`config.mk`:
```
export PLATFORM = sky130hd
export DESIGN_NAME = utilization_token_throttle_top
export DESIGN_NICKNAME = d
export VERILOG_FILES = /design/src/rtl/utt_pkg.sv /design/src/rtl/utt_ctrl.sv /design/src/rtl/utt_dp.sv /design/src/rtl/utilization_token_throttle_top.sv
export VERILOG_INCLUDE_DIRS = /design/src /design/src/rtl
export SDC_FILE = /design/constraint.sdc
export NUM_CORES = 2
export LEC_CHECK = 0
export BUFFER_PORTS_ARGS = -buffer_cell sky130_fd_sc_hd__buf_2
export CAP_MARGIN = 20
export CORE_MARGIN = 2
export CORE_UTILIZATION = 45
export DETAILED_ROUTE_END_ITERATION = 10
export GPL_ROUTABILITY_DRIVEN = 0
export GPL_TIMING_DRIVEN = 0
export SYNTH_ARGS = -nofsm -noshare
export SYNTH_HDL_FRONTEND = slang
export SYNTH_SLANG_ARGS = --single-unit
```
`constraint.sdc`:
```
create_clock -name clock -period 10.86 [get_ports clock]
set_input_delay 1.086 -clock clock [delete_from_list [all_inputs] [get_ports clock]]
set_output_delay 1.086 -clock clock [all_outputs]
set_load 0.02 [all_outputs]
```
`src/rtl/utilization_token_throttle_top_macros.svh`:
```
// Assertion macros for the token throttle.
`ifndef UTILIZATION_TOKEN_THROTTLE_TOP_MACROS_SVH
`define UTILIZATION_TOKEN_THROTTLE_TOP_MACROS_SVH
`ifndef SYNTHESIS
`define UTT_ASSERT_IMPLIES(label, clk, rst, ante, cons) \
   label: assert property (@(posedge clk) disable iff (rst) (ante) |-> (cons)) \
      else $error("assertion failed");
`define UTT_ASSERT_NEXT(label, clk, rst, ante, cons) \
   label: assert property (@(posedge clk) disable iff (rst) (ante) |=> (cons)) \
      else $error("assertion failed");
`else
`define UTT_ASSERT_IMPLIES(label, clk, rst, ante, cons)
`define UTT_ASSERT_NEXT(label, clk, rst, ante, cons)
`endif
`endif

```
`src/rtl/utt_pkg.sv`:
```
`default_nettype none
package utt_pkg;

   localparam int SAMPLE_WINDOW  = 30;
   localparam int FREE_THRESHOLD = 5;
   localparam int FULL_UTIL      = 100;
   localparam int HALF_WINDOW    = SAMPLE_WINDOW / 2;
   localparam int STEP_SHIFT     = 8;
   localparam int MIN_DIFF       = 5;
   localparam int NUM_W          = 40;
   localparam int CNT_W          = 6;

   localparam logic [2:0] CSR_ENABLE    = 3'd0;
   localparam logic [2:0] CSR_HARD      = 3'd1;
   localparam logic [2:0] CSR_TARGET    = 3'd2;
   localparam logic [2:0] CSR_CEILING   = 3'd3;
   localparam logic [2:0] CSR_SM_COUNT  = 3'd4;
   localparam logic [2:0] CSR_TPS       = 3'd5;
   localparam logic [2:0] CSR_TOKEN_CAP = 3'd6;

   localparam logic [1:0] STATUS_SAMPLE   = 2'd0;
   localparam logic [1:0] STATUS_ADMITTED = 2'd1;
   localparam logic [1:0] STATUS_HELD     = 2'd2;

   typedef struct packed {
      logic load;
      logic pre;
      logic mul1;
      logic mul2;
      logic mul3;
      logic mul4;
      logic scale;
      logic div_step;
      logic apply;
   } cmd_type;

   typedef struct packed {
      logic is_launch;
      logic wide;
   } sts_type;

   // Quotient by ten of a 7-bit value.
   function automatic logic [6:0] div10(input logic [6:0] x);
      logic [17:0] p;
      p = 18'(x) * 18'd205;
      return p[17:11];
   endfunction

endpackage
`default_nettype wire

```
`src/rtl/utt_ctrl.sv`:
```
`default_nettype none
`include "utilization_token_throttle_top_macros.svh"
module utt_ctrl
   import utt_pkg::*;
(
   input  wire logic    clock,
   input  wire logic    reset,
   input  wire logic    req_valid,
   output logic         req_stall,
   output logic         rsp_valid,
   input  wire logic    rsp_stall,
   input  wire sts_type sts,
   output cmd_type      cmd
);

   typedef enum logic [8:0] {
      ST_IDLE  = 9'b000000001,
      ST_PRE   = 9'b000000010,
      ST_MUL1  = 9'b000000100,
      ST_MUL2  = 9'b000001000,
      ST_MUL3  = 9'b000010000,
      ST_MUL4  = 9'b000100000,
      ST_SCALE = 9'b001000000,
      ST_DIV   = 9'b010000000,
      ST_APPLY = 9'b100000000
   } state_type;

   state_type        state_ff, state_in;
   logic [CNT_W-1:0] cnt_ff, cnt_in;
   logic             rsp_valid_ff, rsp_valid_in;
   logic             slot_free;

   assign slot_free = !rsp_valid_ff || !rsp_stall;
   assign req_stall = (state_ff != ST_IDLE);
   assign rsp_valid = rsp_valid_ff;

   always_comb begin
      state_in     = state_ff;
      cnt_in       = cnt_ff;
      rsp_valid_in = rsp_valid_ff && rsp_stall;
      cmd          = '0;
      case (state_ff)
         ST_IDLE: begin
            if (req_valid) begin
               cmd.load = 1'b1;
               state_in = ST_PRE;
            end
         end
         ST_PRE: begin
            cmd.pre  = 1'b1;
            state_in = sts.is_launch ? ST_APPLY : ST_MUL1;
         end
         ST_MUL1: begin
            cmd.mul1 = 1'b1;
            state_in = ST_MUL2;
         end
         ST_MUL2: begin
            cmd.mul2 = 1'b1;
            state_in = ST_MUL3;
         end
         ST_MUL3: begin
            cmd.mul3 = 1'b1;
            state_in = ST_MUL4;
         end
         ST_MUL4: begin
            cmd.mul4 = 1'b1;
            state_in = ST_SCALE;
         end
         ST_SCALE: begin
            cmd.scale = 1'b1;
            cnt_in    = CNT_W'(NUM_W - 1);
            state_in  = sts.wide ? ST_DIV : ST_APPLY;
         end
         ST_DIV: begin
            cmd.div_step = 1'b1;
            cnt_in       = cnt_ff - 1'b1;
            if (cnt_ff == '0) begin
               state_in = ST_APPLY;
            end
         end
         ST_APPLY: begin
            if (slot_free) begin
               cmd.apply    = 1'b1;
               rsp_valid_in = 1'b1;
               state_in     = ST_IDLE;
            end
         end
         default: begin
            state_in = ST_IDLE;
         end
      endcase
   end

   always_ff @(posedge clock) begin
      if (reset) begin
         state_ff     <= ST_IDLE;
         cnt_ff       <= '0;
         rsp_valid_ff <= 1'b0;
      end else begin
         state_ff     <= state_in;
         cnt_ff       <= cnt_in;
         rsp_valid_ff <= rsp_valid_in;
      end
   end

   `UTT_ASSERT_NEXT(a_accept_starts, clock, reset, req_valid && !req_stall, state_ff == ST_PRE)
   `UTT_ASSERT_IMPLIES(a_rsp_from_apply, clock, reset, $rose(rsp_valid_ff), $past(state_ff == ST_APPLY))
   `UTT_ASSERT_NEXT(a_div_ends, clock, reset, state_ff == ST_DIV && cnt_ff == '0, state_ff == ST_APPLY)

endmodule
`default_nettype wire

```
`src/rtl/utt_dp.sv`:
```
`default_nettype none
module utt_dp
   import utt_pkg::*;
(
   input  wire logic        clock,
   input  wire logic        reset,
   input  wire logic        csr_write_enable,
   input  wire logic [2:0]  csr_index,
   input  wire logic [30:0] csr_write_data,
   input  wire logic        req_kind,
   input  wire logic [9:0]  req_user_util,
   input  wire logic [9:0]  req_sys_util,
   input  wire logic [10:0] req_process_count,
   input  wire logic [30:0] req_launch_blocks,
   input  wire cmd_type     cmd,
   output sts_type          sts,
   output logic [1:0]       rsp_status,
   output logic [31:0]      rsp_tokens,
   output logic [30:0]      rsp_share
);

   // Configuration.
   logic        enable_ff, hard_ff;
   logic [6:0]  target_ff, ceiling_ff;
   logic [7:0]  sm_ff;
   logic [12:0] tps_ff;
   logic [30:0] cap_ff;

   // Architectural state.
   logic signed [31:0] pool_ff, pool_in;
   logic [30:0]        share_ff, share_in;
   logic [6:0]         eff_ff, eff_in;
   logic [7:0]         wc_ff, wc_in;
   logic signed [19:0] acc_ff, acc_in;
   logic [10:0]        ppc_ff, ppc_in;

   // Request and work registers.
   logic        kind_ff;
   logic [9:0]  user_ff, sys_ff;
   logic [10:0] pc_ff;
   logic [30:0] blocks_ff;
   logic [6:0]  limit_ff;
   logic [9:0]  diff_ff;
   logic        wide_ff, startup_ff;
   logic [15:0] p1_ff;
   logic [28:0] p2_ff;
   logic [30:0] p3_ff;
   logic [63:0] p4_ff;
   logic [NUM_W-1:0] num_ff;
   logic [7:0]  rem_ff;

   // Sample pre-processing.
   logic               rise;
   logic [30:0]        share_a;
   logic [6:0]         eff_a, eff_b, limit_c;
   logic [7:0]         wc_a, wc_b;
   logic signed [19:0] acc_a, acc_b;
   logic signed [11:0] free_util;
   logic [7:0]         ceil_up;
   logic [9:0]         diff_c, diff_raw;
   logic               startup_c;

   always_comb begin
      rise     = ppc_ff < pc_ff;
      share_a  = share_ff;
      eff_a    = eff_ff;
      wc_a     = wc_ff;
      acc_a    = acc_ff;
      if (!hard_ff && rise) begin
         share_a = 31'(tps_ff);
         eff_a   = target_ff;
         wc_a    = '0;
         acc_a   = '0;
      end
      free_util = 12'(FULL_UTIL) - 12'(sys_ff);
      eff_b    = eff_a;
      wc_b     = wc_a;
      acc_b    = acc_a;
      ceil_up  = 8'(eff_a) + 8'(div10(target_ff));
      if (!hard_ff && pc_ff != 11'd1) begin
         wc_b  = wc_a + 8'd1;
         acc_b = acc_a + 20'(free_util);
         if (wc_b == 8'(SAMPLE_WINDOW)) begin
            // Truncated average above threshold, written as a constant compare.
            if (acc_b >= $signed(20'((FREE_THRESHOLD + 1) * HALF_WINDOW))) begin
               eff_b = (ceil_up > 8'(ceiling_ff)) ? ceiling_ff : ceil_up[6:0];
            end
            wc_b = '0;
         end
         if (wc_b == 8'd0 || wc_b == 8'(HALF_WINDOW) || wc_b == 8'(2 * HALF_WINDOW)) begin
            acc_b = '0;
         end
      end
      if (hard_ff) begin
         limit_c = target_ff;
      end else if (pc_ff == 11'd1) begin
         limit_c = ceiling_ff;
      end else begin
         limit_c = eff_b;
      end
      diff_raw  = (10'(limit_c) > user_ff) ? 10'(limit_c) - user_ff
                                           : user_ff - 10'(limit_c);
      diff_c    = (diff_raw < 10'(MIN_DIFF)) ? 10'(MIN_DIFF) : diff_raw;
      startup_c = hard_ff && pc_ff == 11'd1 && user_ff < 10'(div10(eff_ff));
   end

   // Divider step by limit + 1.
   logic [8:0] div_d, div_r;
   logic       div_ge;
   assign div_d  = 9'(limit_ff) + 9'd1;
   assign div_r  = {rem_ff, num_ff[NUM_W-1]};
   assign div_ge = div_r >= div_d;

   // Final share and pool.
   logic [NUM_W-1:0]   inc_full;
   logic [NUM_W:0]     up_sum;
   logic [30:0]        step_val;
   logic signed [32:0] add_sum, sub_sum;
   always_comb begin
      inc_full = wide_ff ? num_ff : NUM_W'(p4_ff[63:35]);
      up_sum   = (NUM_W+1)'(share_ff) + (NUM_W+1)'(inc_full);
      if (10'(limit_ff) >= user_ff) begin
         step_val = (up_sum > (NUM_W+1)'(cap_ff)) ? cap_ff : up_sum[30:0];
      end else begin
         step_val = (inc_full > NUM_W'(share_ff)) ? 31'd0 : share_ff - inc_full[30:0];
      end
      add_sum = 33'(pool_ff) + $signed({2'b00, step_val});
      sub_sum = 33'(pool_ff) - $signed({2'b00, blocks_ff});
   end

   always_comb begin
      pool_in  = pool_ff;
      share_in = share_ff;
      eff_in   = eff_ff;
      wc_in    = wc_ff;
      acc_in   = acc_ff;
      ppc_in   = ppc_ff;
      if (cmd.pre && !kind_ff) begin
         share_in = share_a;
         eff_in   = eff_b;
         wc_in    = wc_b;
         acc_in   = acc_b;
         if (!hard_ff) begin
            ppc_in = pc_ff;
         end
      end
      if (cmd.apply) begin
         if (!kind_ff) begin
            if (startup_ff) begin
               pool_in = $signed({1'b0, step_val});
            end else begin
               share_in = step_val;
               pool_in  = (add_sum > $signed({2'b00, cap_ff})) ? $signed({1'b0, cap_ff})
                                                               : add_sum[31:0];
            end
         end else if (enable_ff && !pool_ff[31]) begin
            pool_in = (sub_sum < -33'sd2147483648) ? 32'sh80000000 : sub_sum[31:0];
         end
      end
   end

   always_ff @(posedge clock) begin
      if (reset) begin
         enable_ff  <= 1'b1;
         hard_ff    <= 1'b0;
         target_ff  <= 7'd50;
         ceiling_ff <= 7'd100;
         sm_ff      <= 8'd80;
         tps_ff     <= 13'd2048;
         cap_ff     <= 31'd5242880;
         pool_ff    <= '0;
         share_ff   <= '0;
         eff_ff     <= 7'd50;
         wc_ff      <= '0;
         acc_ff     <= '0;
         ppc_ff     <= 11'd1;
      end else begin
         if (csr_write_enable) begin
            case (csr_index)
               CSR_ENABLE:    enable_ff  <= csr_write_data[0];
               CSR_HARD:      hard_ff    <= csr_write_data[0];
               CSR_TARGET:    target_ff  <= csr_write_data[6:0];
               CSR_CEILING:   ceiling_ff <= csr_write_data[6:0];
               CSR_SM_COUNT:  sm_ff      <= csr_write_data[7:0];
               CSR_TPS:       tps_ff     <= csr_write_data[12:0];
               CSR_TOKEN_CAP: cap_ff     <= csr_write_data;
               default: begin
               end
            endcase
         end
         pool_ff  <= pool_in;
         share_ff <= share_in;
         eff_ff   <= eff_in;
         wc_ff    <= wc_in;
         acc_ff   <= acc_in;
         ppc_ff   <= ppc_in;
      end
   end

   always_ff @(posedge clock) begin
      if (cmd.load) begin
         kind_ff   <= req_kind;
         user_ff   <= req_user_util;
         sys_ff    <= req_sys_util;
         pc_ff     <= req_process_count;
         blocks_ff <= req_launch_blocks;
      end
      if (cmd.pre) begin
         limit_ff   <= limit_c;
         diff_ff    <= diff_c;
         wide_ff    <= diff_c > 10'(limit_c[6:1]);
         startup_ff <= startup_c;
      end
      if (cmd.mul1) p1_ff <= 16'(sm_ff) * 16'(sm_ff);
      if (cmd.mul2) p2_ff <= 29'(p1_ff) * 29'(tps_ff);
      if (cmd.mul3) p3_ff <= 31'(p2_ff[28:STEP_SHIFT]) * 31'(diff_ff);
      // Division by ten through the reciprocal, exact for 32-bit operands.
      if (cmd.mul4) p4_ff <= 64'(p3_ff) * 64'h00000000CCCCCCCD;
      if (cmd.scale) begin
         num_ff <= {NUM_W'(p4_ff[63:35]) * NUM_W'(diff_ff)} << 1;
         rem_ff <= '0;
      end
      if (cmd.div_step) begin
         rem_ff <= div_ge ? 8'(div_r - div_d) : div_r[7:0];
         num_ff <= {num_ff[NUM_W-2:0], div_ge};
      end
      if (cmd.apply) begin
         if (!kind_ff) begin
            rsp_status <= STATUS_SAMPLE;
         end else if (enable_ff && pool_ff[31]) begin
            rsp_status <= STATUS_HELD;
         end else begin
            rsp_status <= STATUS_ADMITTED;
         end
         rsp_tokens <= pool_in;
         rsp_share  <= share_in;
      end
   end

   assign sts.is_launch = kind_ff;
   assign sts.wide      = wide_ff;

endmodule
`default_nettype wire

```
`src/rtl/utilization_token_throttle_top.sv`:
```
`default_nettype none
// Channel   Direction  Handshake            Payload
// req_      in         req_valid/req_stall  kind, user_util, sys_util, process_count,
//                                           launch_blocks
// rsp_      out        rsp_valid/rsp_stall  status, tokens, share
// csr_      in         csr_write_enable     csr_index, csr_write_data
//
// A launch result passes through PRE and APPLY, a sample result through PRE, MUL1 to
// MUL4, SCALE and APPLY, adding DIV when the error is large, since the widened step
// runs a restoring divider that retires one quotient bit per cycle. The next request
// is taken once the controller is back in IDLE, so requests do not overlap.
// Synchronous active-high reset restores configuration and state, not data registers.
// A new request is taken while a finished result still waits on rsp_stall.
module utilization_token_throttle_top
   import utt_pkg::*;
(
   input  wire logic        clock,
   input  wire logic        reset,
   input  wire logic        csr_write_enable,
   input  wire logic [2:0]  csr_index,
   input  wire logic [30:0] csr_write_data,
   input  wire logic        req_valid,
   output logic             req_stall,
   input  wire logic        req_kind,
   input  wire logic [9:0]  req_user_util,
   input  wire logic [9:0]  req_sys_util,
   input  wire logic [10:0] req_process_count,
   input  wire logic [30:0] req_launch_blocks,
   output logic             rsp_valid,
   input  wire logic        rsp_stall,
   output logic [1:0]       rsp_status,
   output logic [31:0]      rsp_tokens,
   output logic [30:0]      rsp_share
);

   cmd_type cmd;
   sts_type sts;

   utt_ctrl u_ctrl (
      .clock     (clock),
      .reset     (reset),
      .req_valid (req_valid),
      .req_stall (req_stall),
      .rsp_valid (rsp_valid),
      .rsp_stall (rsp_stall),
      .sts       (sts),
      .cmd       (cmd)
   );

   utt_dp u_dp (
      .clock             (clock),
      .reset             (reset),
      .csr_write_enable  (csr_write_enable),
      .csr_index         (csr_index),
      .csr_write_data    (csr_write_data),
      .req_kind          (req_kind),
      .req_user_util     (req_user_util),
      .req_sys_util      (req_sys_util),
      .req_process_count (req_process_count),
      .req_launch_blocks (req_launch_blocks),
      .cmd               (cmd),
      .sts               (sts),
      .rsp_status        (rsp_status),
      .rsp_tokens        (rsp_tokens),
      .rsp_share         (rsp_share)
   );

endmodule
`default_nettype wire
```
==> Word-level counts from Yosys, hierarchy flattened <==
Index checks and enable logic that the tools add are counted.
{ "totals": {"elab_cells": 179, "register_bits": 527} }
{ "classes": {"n_reduce_logical": 30, "muxes": 57, "bitwise_logic": 1, "multipliers": 7, "n_addsub": 13, "n_eq_ne": 24, "order_cmp": 13} }
{ "ops": {"columns": ["op", "count"], "rows": [
  ["two-way mux 31 bit", 8],
  ["two-way mux 32 bit", 6],
  ["two-way mux 40 bit", 3],
  ["one-hot mux 9 bit (9 select lines)", 1],
  ["multiplier 31 x 32 -> 63 bit (second input constant)", 1],
  ["two-way mux 20 bit", 3],
  ["two-way mux 8 bit", 7],
  ["two-way mux 7 bit", 7],
  ["two-way mux 9 bit", 5],
  ["adder 31 x 40 -> 41 bit", 1],
  ["> comparator 41 x 31 -> 1 bit", 1],
  ["> comparator 40 x 31 -> 1 bit", 1],
  ["multiplier 28 x 10 -> 38 bit", 1],
  ["adder 32 x 32 -> 33 bit", 1],
  ["> comparator 33 x 32 -> 1 bit", 1],
  ["less-than comparator 33 x 32 -> 1 bit (second input constant)", 1],
  ["subtractor 32 x 32 -> 33 bit", 1],
  ["multiplier 21 x 10 -> 31 bit", 1],
  ["subtractor 31 bit", 1],
  ["multiplier 7 x 8 -> 15 bit (second input constant)", 2],
  ["multiplier 16 x 13 -> 29 bit", 1],
  ["adder 20 x 11 -> 20 bit", 1],
  [">= comparator 20 x 8 -> 1 bit (second input constant)", 1],
  ["two-way mux 10 bit", 2],
  ["49 further kinds", 87]
]} }

==> Depth between registers and ports, before layout <==
{ "depth": {"depth_word": 16, "ltp_mapped": 57} }

==> Hierarchy <==
A second synthesis with hierarchy kept.
{ "hier_totals": {"cells_unflattened": 7246, "area_unflattened_um2": 66490.0} }
{ "modules_own_cells": {"columns": ["module", "seq_area_each_um2", "cells_per_inst", "area_per_inst_um2", "instances"], "rows": [
  ["utt_dp", 12251.8, 7127, 65529.1, 1],
  ["utt_ctrl", 320.3, 119, 960.9, 1]
]} }

==> Worst setup path before layout <==
Ideal clock, no wire load.
{ "synth_timing": {"path_type": "register -> register", "from": "reg u_dp.wide_ff", "to": "reg u_dp.rsp_tokens[13] (data pin)", "setup_slack_ns": -1.046, "arrival_ns": 11.646, "period_less_slack_ns": 11.906, "path_stages_with_launch": 54, "setup_time_ns": 0.260, "cell_sequence": "edfxtp_1 -> clkbuf_1 -> buf_1 -> clkbuf_1 -> mux2i_1 -> inv_1 -> ha_1 -> or2_2 -> o211ai_1 -> a21oi_2 -> a221o_1 -> o211ai_2 -> o211ai_2 -> a21oi_1 -> xnor2_1 -> inv_1 -> ha_1 -> nand2_1 -> [... 18 more ...] -> a21o_1 -> a21oi_1 -> xnor2_1 -> ha_1 -> a21o_1 -> a21o_1 -> a21oi_1 -> nor2_1 -> o21a_1 -> o31ai_1 -> o21ai_0 -> o21ai_0 -> clkbuf_1 -> clkbuf_1 -> mux2i_1 -> o21ai_0 -> nor3_1 -> nor2_1"} }
{ "synth_via": {"elab_chain_cells": 11} }
{ "synth_rtl": {"columns": ["element", "line_no", "source"], "rows": [
  ["start, declared", "utt_dp.sv:44", "logic wide_ff, startup_ff;"],
  ["start signal, assigned", "utt_dp.sv:211", "wide_ff <= diff_c > 10'(limit_c[6:1]);"],
  ["two-way mux 40 bit *", "utt_dp.sv:120", "inc_full = wide_ff ? num_ff : NUM_W'(p4_ff[63:35]);"],
  ["adder 31 x 40 -> 41 bit", "utt_dp.sv:121", "up_sum = (NUM_W+1)'(share_ff) + (NUM_W+1)'(inc_full);"],
  ["> comparator 41 x 31 -> 1 bit", "utt_dp.sv:123", "step_val = (up_sum > (NUM_W+1)'(cap_ff)) ? cap_ff : up_sum[30:0];"],
  ["two-way mux 31 bit", "utt_dp.sv:123", null],
  ["two-way mux 31 bit *", "utt_dp.sv:122", "if (10'(limit_ff) >= user_ff) begin"],
  ["adder 32 x 32 -> 33 bit", "utt_dp.sv:127", "add_sum = 33'(pool_ff) + $signed({2'b00, step_val});"],
  ["> comparator 33 x 32 -> 1 bit", "utt_dp.sv:153", "pool_in = (add_sum > $signed({2'b00, cap_ff})) ? $signed({1'b0, cap_ff})"],
  ["two-way mux 32 bit", "utt_dp.sv:153", null],
  ["two-way mux 32 bit *", "utt_dp.sv:149", "if (startup_ff) begin"],
  ["two-way mux 32 bit *", "utt_dp.sv:148", "if (!kind_ff) begin"],
  ["two-way mux 32 bit *", "utt_dp.sv:147", "if (cmd.apply) begin"],
  ["via u_dp.pool_in[13]", "utt_dp.sv:30", "logic signed [31:0] pool_ff, pool_in;"],
  ["end signal, assigned", "utt_dp.sv:235", "rsp_tokens <= pool_in;"],
  ["end, declared", "utt_dp.sv:18", "output logic [31:0] rsp_tokens,"]
]} }
Mark *: on every way through the listed nets, which the timed path passes. The rest lies on a longest branch.
A chain may end at the register's enable or synchronous reset.

==> Worst setup path after layout <==
{ "layout_timing": {"from": "reg u_dp.wide_ff", "to": "reg u_dp.rsp_tokens[27] (data pin)"} }
Same word-level chain as after synthesis.

==> results by stage <==
Setup path:
- STA puts the critical path data required time at approximately 11 ns.
- The setup path with the least slack is of type reg2reg.
- The worst endpoint data arrival time is 12.49 ns.
- The cell family contributing the most delay on the critical path is compound AO/OA/AOI/OAI gates.
- The slowest stage of the critical path is the or4_4 cell.
- STA classifies the critical path endpoint as a flip-flop.
- Counting both buffers and inverters, the worst setup path holds a total of 15.
- In this design, the critical path's most frequently occurring cell is buf_4.
- The startpoint class of the critical path is a flip-flop.
- The maximum cell stage delay along the critical path is 0.60 ns.
- The maximum fanout encountered on the critical timing path is 8.

Synth:
- The number of different library cells in the post-synthesis netlist is 95.
- In the synthesized netlist, the number of instances is 7403.
- Averaged over all synthesized cells, the footprint is between 9 and 10 um^2.
- In this run, synthesis produced a sequential element count of ~480.
- The count of flip-flops with a built-in enable after synthesis is 290.
- Of all flip-flops after synthesis, the portion carrying an async set or reset was 0%.
- Summing the sequential cell areas from Yosys gives 18.7% of the chip area.
- For this run, the number of Yosys warnings is 0.
- The area of the mapped netlist is around 0.067 mm^2.
- The main flop type after synthesis is edfxtp_1.

GRT:
- The maximum number of pins on one net before global-route repair is 64.
- Across every metal layer, demand over resource in global routing totals 26.9%.
- The first global-routing pass estimated 319 mm of wire.
- The number of global-route vias before repair is 55300.
- The initial antenna violation count is 4.
- After global routing the overflow that remains totals 0.

Pwr:
- In this run switching power makes up 34.0% of total power.
- The worst-case IR drop observed on VDD is 0.000164 V.
- The static leakage power is around 35 nW.
- The power share of the sequential group is 33.9%.
- Per report_power, the combinational group accounts for 31.8% of the total.
- The switching component of the power is 2.07 mW.
- Cell internal power was estimated by the tool at 4.03 mW.
- The share of total power dissipated in the clock network is 34.3%.
- For this design the ratio of total power to cell area is 80.8 mW/mm^2.

Timing:
- The slew of the pin with the lowest slew margin is around 1.4 ns.
- The smallest clock period supported by the final layout is computed as approximately 12 ns.
- The number of hold-slack violations in the final timing report is 0.
- The max-slew violation count came to 0.
- Of the available clock period, the critical path in the final layout requires 111%.
- Timing would allow up to 83.2 MHz.
- Setup repair after global routing could not meet its margin everywhere.
- The count of endpoints failing setup in the final report is slightly above 60.
- The relative max-transition margin is 8.57%.
- The setup clock skew after layout is 0.0806 ns.
- After layout, the worst setup slack is -1.16 ns.

Layout:
- After routing the design area is roughly 0.076 mm^2.
- From synthesis to final layout, the design area changed by 12.2%.
- The final non-filler cell total is 9734.
- The share of cells above drive strength 1 is under 10%.
- The final layout contains 9565 nets.

Detailed routing:
- After detailed routing, the number of remaining DRC violations is 0.
- The first routing iteration left 5198 violations.
- In this run the top signal layer used is met5.
- The wire length the detailed router placed on met1 is 90.9 mm.
- The number of optimization iterations in the first detailed-route pass is 9.
- The routed length on met2 is 92.0 mm.
- The final wirelength is 208 mm.
- After detailed routing, the number of vias per cell comes to between 5 and 6.
- The total number of vias is 55700.
- The met3 layer wire length in the routed design is about 18 mm.
- The detail route stage leaves a number of antenna-violating nets equal to 0.
- The average detailed-routed wire length per instance is 21.4 um.

Die:
- The die covers approximately 0.15 mm^2.
- From bottom edge to top edge, the die measures 391 um.
- around 170 I/O pins were placed.
- From left edge to right edge, the die measures between 300 and 400 um.
- The floorplan row count is 141.
- Once the floorplan was initialized, standard cells occupied 45.5% of the core.
- The core footprint is 0.148 mm^2.

Status:
- The final reports fail on negative setup slack.
- The flow ran to the end, but the final reports show violations.

Job:
- The count of maximum capacitance violations is 0.

Clocking:
- The root cell of the clock tree is clkbuf_16.
- After clock tree synthesis, the clock-pin slew on the worst setup and hold paths is around 0.06 ns.
- The clock passes through at most 3 buffers.
- Clock tree synthesis found a total of 483 sinks.
- The number of clock buffers added by TritonCTS is 61.
- At the later pin of the worst-skew pair, clock insertion delay measures between 0.7 and 0.8 ns.
- In this run the number of H-tree levels came out at 2.
- The clock tree from TritonCTS is done.

Placement:
- The number of buffers inserted by port buffering is 168.
- The half-perimeter wire length of the detailed placement result is about 170 mm.
- After detailed placement, the total cell area comes to 0.0709 mm^2.
- The number of instances in the placed design is between 9000 and 10000.

Min path:
- The class of the tightest hold or removal check is reg2reg.
[synthesized netlist by cell type, types with 53 or more instances]
| cell type | n | area, um^2 |
|---|---|---|
| inv_1 | 1105 | 4150 |
| ha_1 | 919 | 11500 |
| nand2_1 | 871 | 3270 |
| fa_1 | 794 | 15900 |
| a21oi_1 | 436 | 2180 |
| nor2_1 | 338 | 1270 |
| and2_1 | 325 | 2030 |
| edfxtp_1 | 290 | 8710 |
| clkbuf_1 | 273 | 1020 |
| o21ai_0 | 205 | 1030 |
| xnor2_1 | 196 | 1720 |
| dfxtp_1 | 193 | 3860 |
| nand3_1 | 120 | 601 |
| a21o_1 | 118 | 886 |
| nor3_1 | 100 | 500 |
| xor2_1 | 91 | 797 |
| mux2i_1 | 74 | 741 |
| a31oi_1 | 67 | 419 |
| nor2b_1 | 57 | 357 |
| nand4_1 | 56 | 350 |
| a211oi_1 | 53 | 398 |
| o21a_1 | 53 | 398 |
[layout make-up]
type / instances / area (um^2)
fill: 13900 / 72600
timing repair buffer: 290 / 1950
tap: 1930 / 2410
sequential: 483 / 12600
antenna: 4 / 10.0
inverter: 1107 / 4160
multi-input combinational: 5517 / 51100
buffer: 290 / 1320
clock buffer: 73 / 1580
clock inverter: 40 / 453
[power groups by stage]
| stage | logic, mW | registers [mW] | clock network (mW) |
|---|---|---|---|
| floorplan | 1.35 | 2.10 | 0 |
| global placement | 1.79 | 2.11 | 0 |
| CTS | 1.87 | 2.07 | 2.12 |
| detailed placement | 1.82 | 2.11 | 0 |
| finish | 1.94 | 2.07 | 2.09 |
| global route | 2.16 | 2.07 | 2.19 |
[what timing repair did]
action,CTS,global route
endpoints found under the hold margin,0,0
cloned,2,0
setup endpoints to repair,65,65
setup buffers,58,48
resized for setup,189,237
pin swaps,72,107
hold buffers,0,0
[layout by cell type (no fill, tap or decap), drive strengths merged, types with 44 or more instances in the layout]
cell / count
inv: 1110
ha: 919
nand2: 871
fa: 794
a21oi: 437
nor2: 339
clkbuf: 336
and2: 325
buf: 317
edfxtp: 290
o21ai: 217
xnor2: 196
dfxtp: 193
nand3: 120
a21o: 118
nor3: 100
xor2: 91
mux2i: 74
a31oi: 68
nor2b: 57
nand4: 56
o21a: 53
a211oi: 53
nand2b: 44
o211ai: 44
o31ai: 44
[per-stage QoR]
step	setup slack, ns	power (mW)	TNS (ns)	util (%)	hold slack [ns]
after CTS	-1.02	6.06	-50.37	50.1	0.436
after global routing	-1.34	6.42	-74.49	51.0	0.447
after floorplan	0.0212	3.44	0	-	0.406
after global placement	-5.09	3.90	-299.60	47.7	0.415
after detailed placement	-5.03	3.92	-295.81	47.9	0.423
final	-1.16	6.11	-61.96	51.0	0.433
[registers in the layout, indices dropped and copies added, names as in the netlist, 28 cells and up]
| register | flops |
|---|---|
| u_dp.num_ff | 40 |
| u_dp.pool_ff | 32 |
| u_dp.rsp_tokens | 32 |
| u_dp.blocks_ff | 31 |
| u_dp.cap_ff | 31 |
| u_dp.p3_ff | 31 |
| u_dp.rsp_share | 31 |
| u_dp.share_ff | 31 |
| u_dp.p4_ff | 28 |
[cell families (layout without fill, tap and decap cells)]
family	count (synthesis)	in the layout	synth area share [%]
compound gates	1327	1327	12.9
xor+xnor	287	287	3.73
fa+ha+maj	1713	1713	40.7
buf+inv	1406	1800	7.89
flops	483	483	18.7
mux	93	93	1.42
other cells	1	8	0.00557
simple gates	2093	2093	14.8
[final timing paths]
path                                    start                   to  cells after the start  slack, ns
worst max-delay path             u_dp.wide_ff  u_dp.rsp_tokens[27]                     55      -1.16
worst min-delay path            u_dp.sm_ff[0]        u_dp.p1_ff[0]                      0       0.43
worst max register to register   u_dp.wide_ff  u_dp.rsp_tokens[27]                     55      -1.16
worst min register to register  u_dp.sm_ff[0]        u_dp.p1_ff[0]                      0       0.43
[routing by layer]
metal	global-route usage [%]	vias to the layer above
li1	-	25400
met1	37.9	27700
met2	42.1	2138
met3	5.29	454
met4	7.36	2
met5	0.574	-
(Power assumes the default switching activity.)
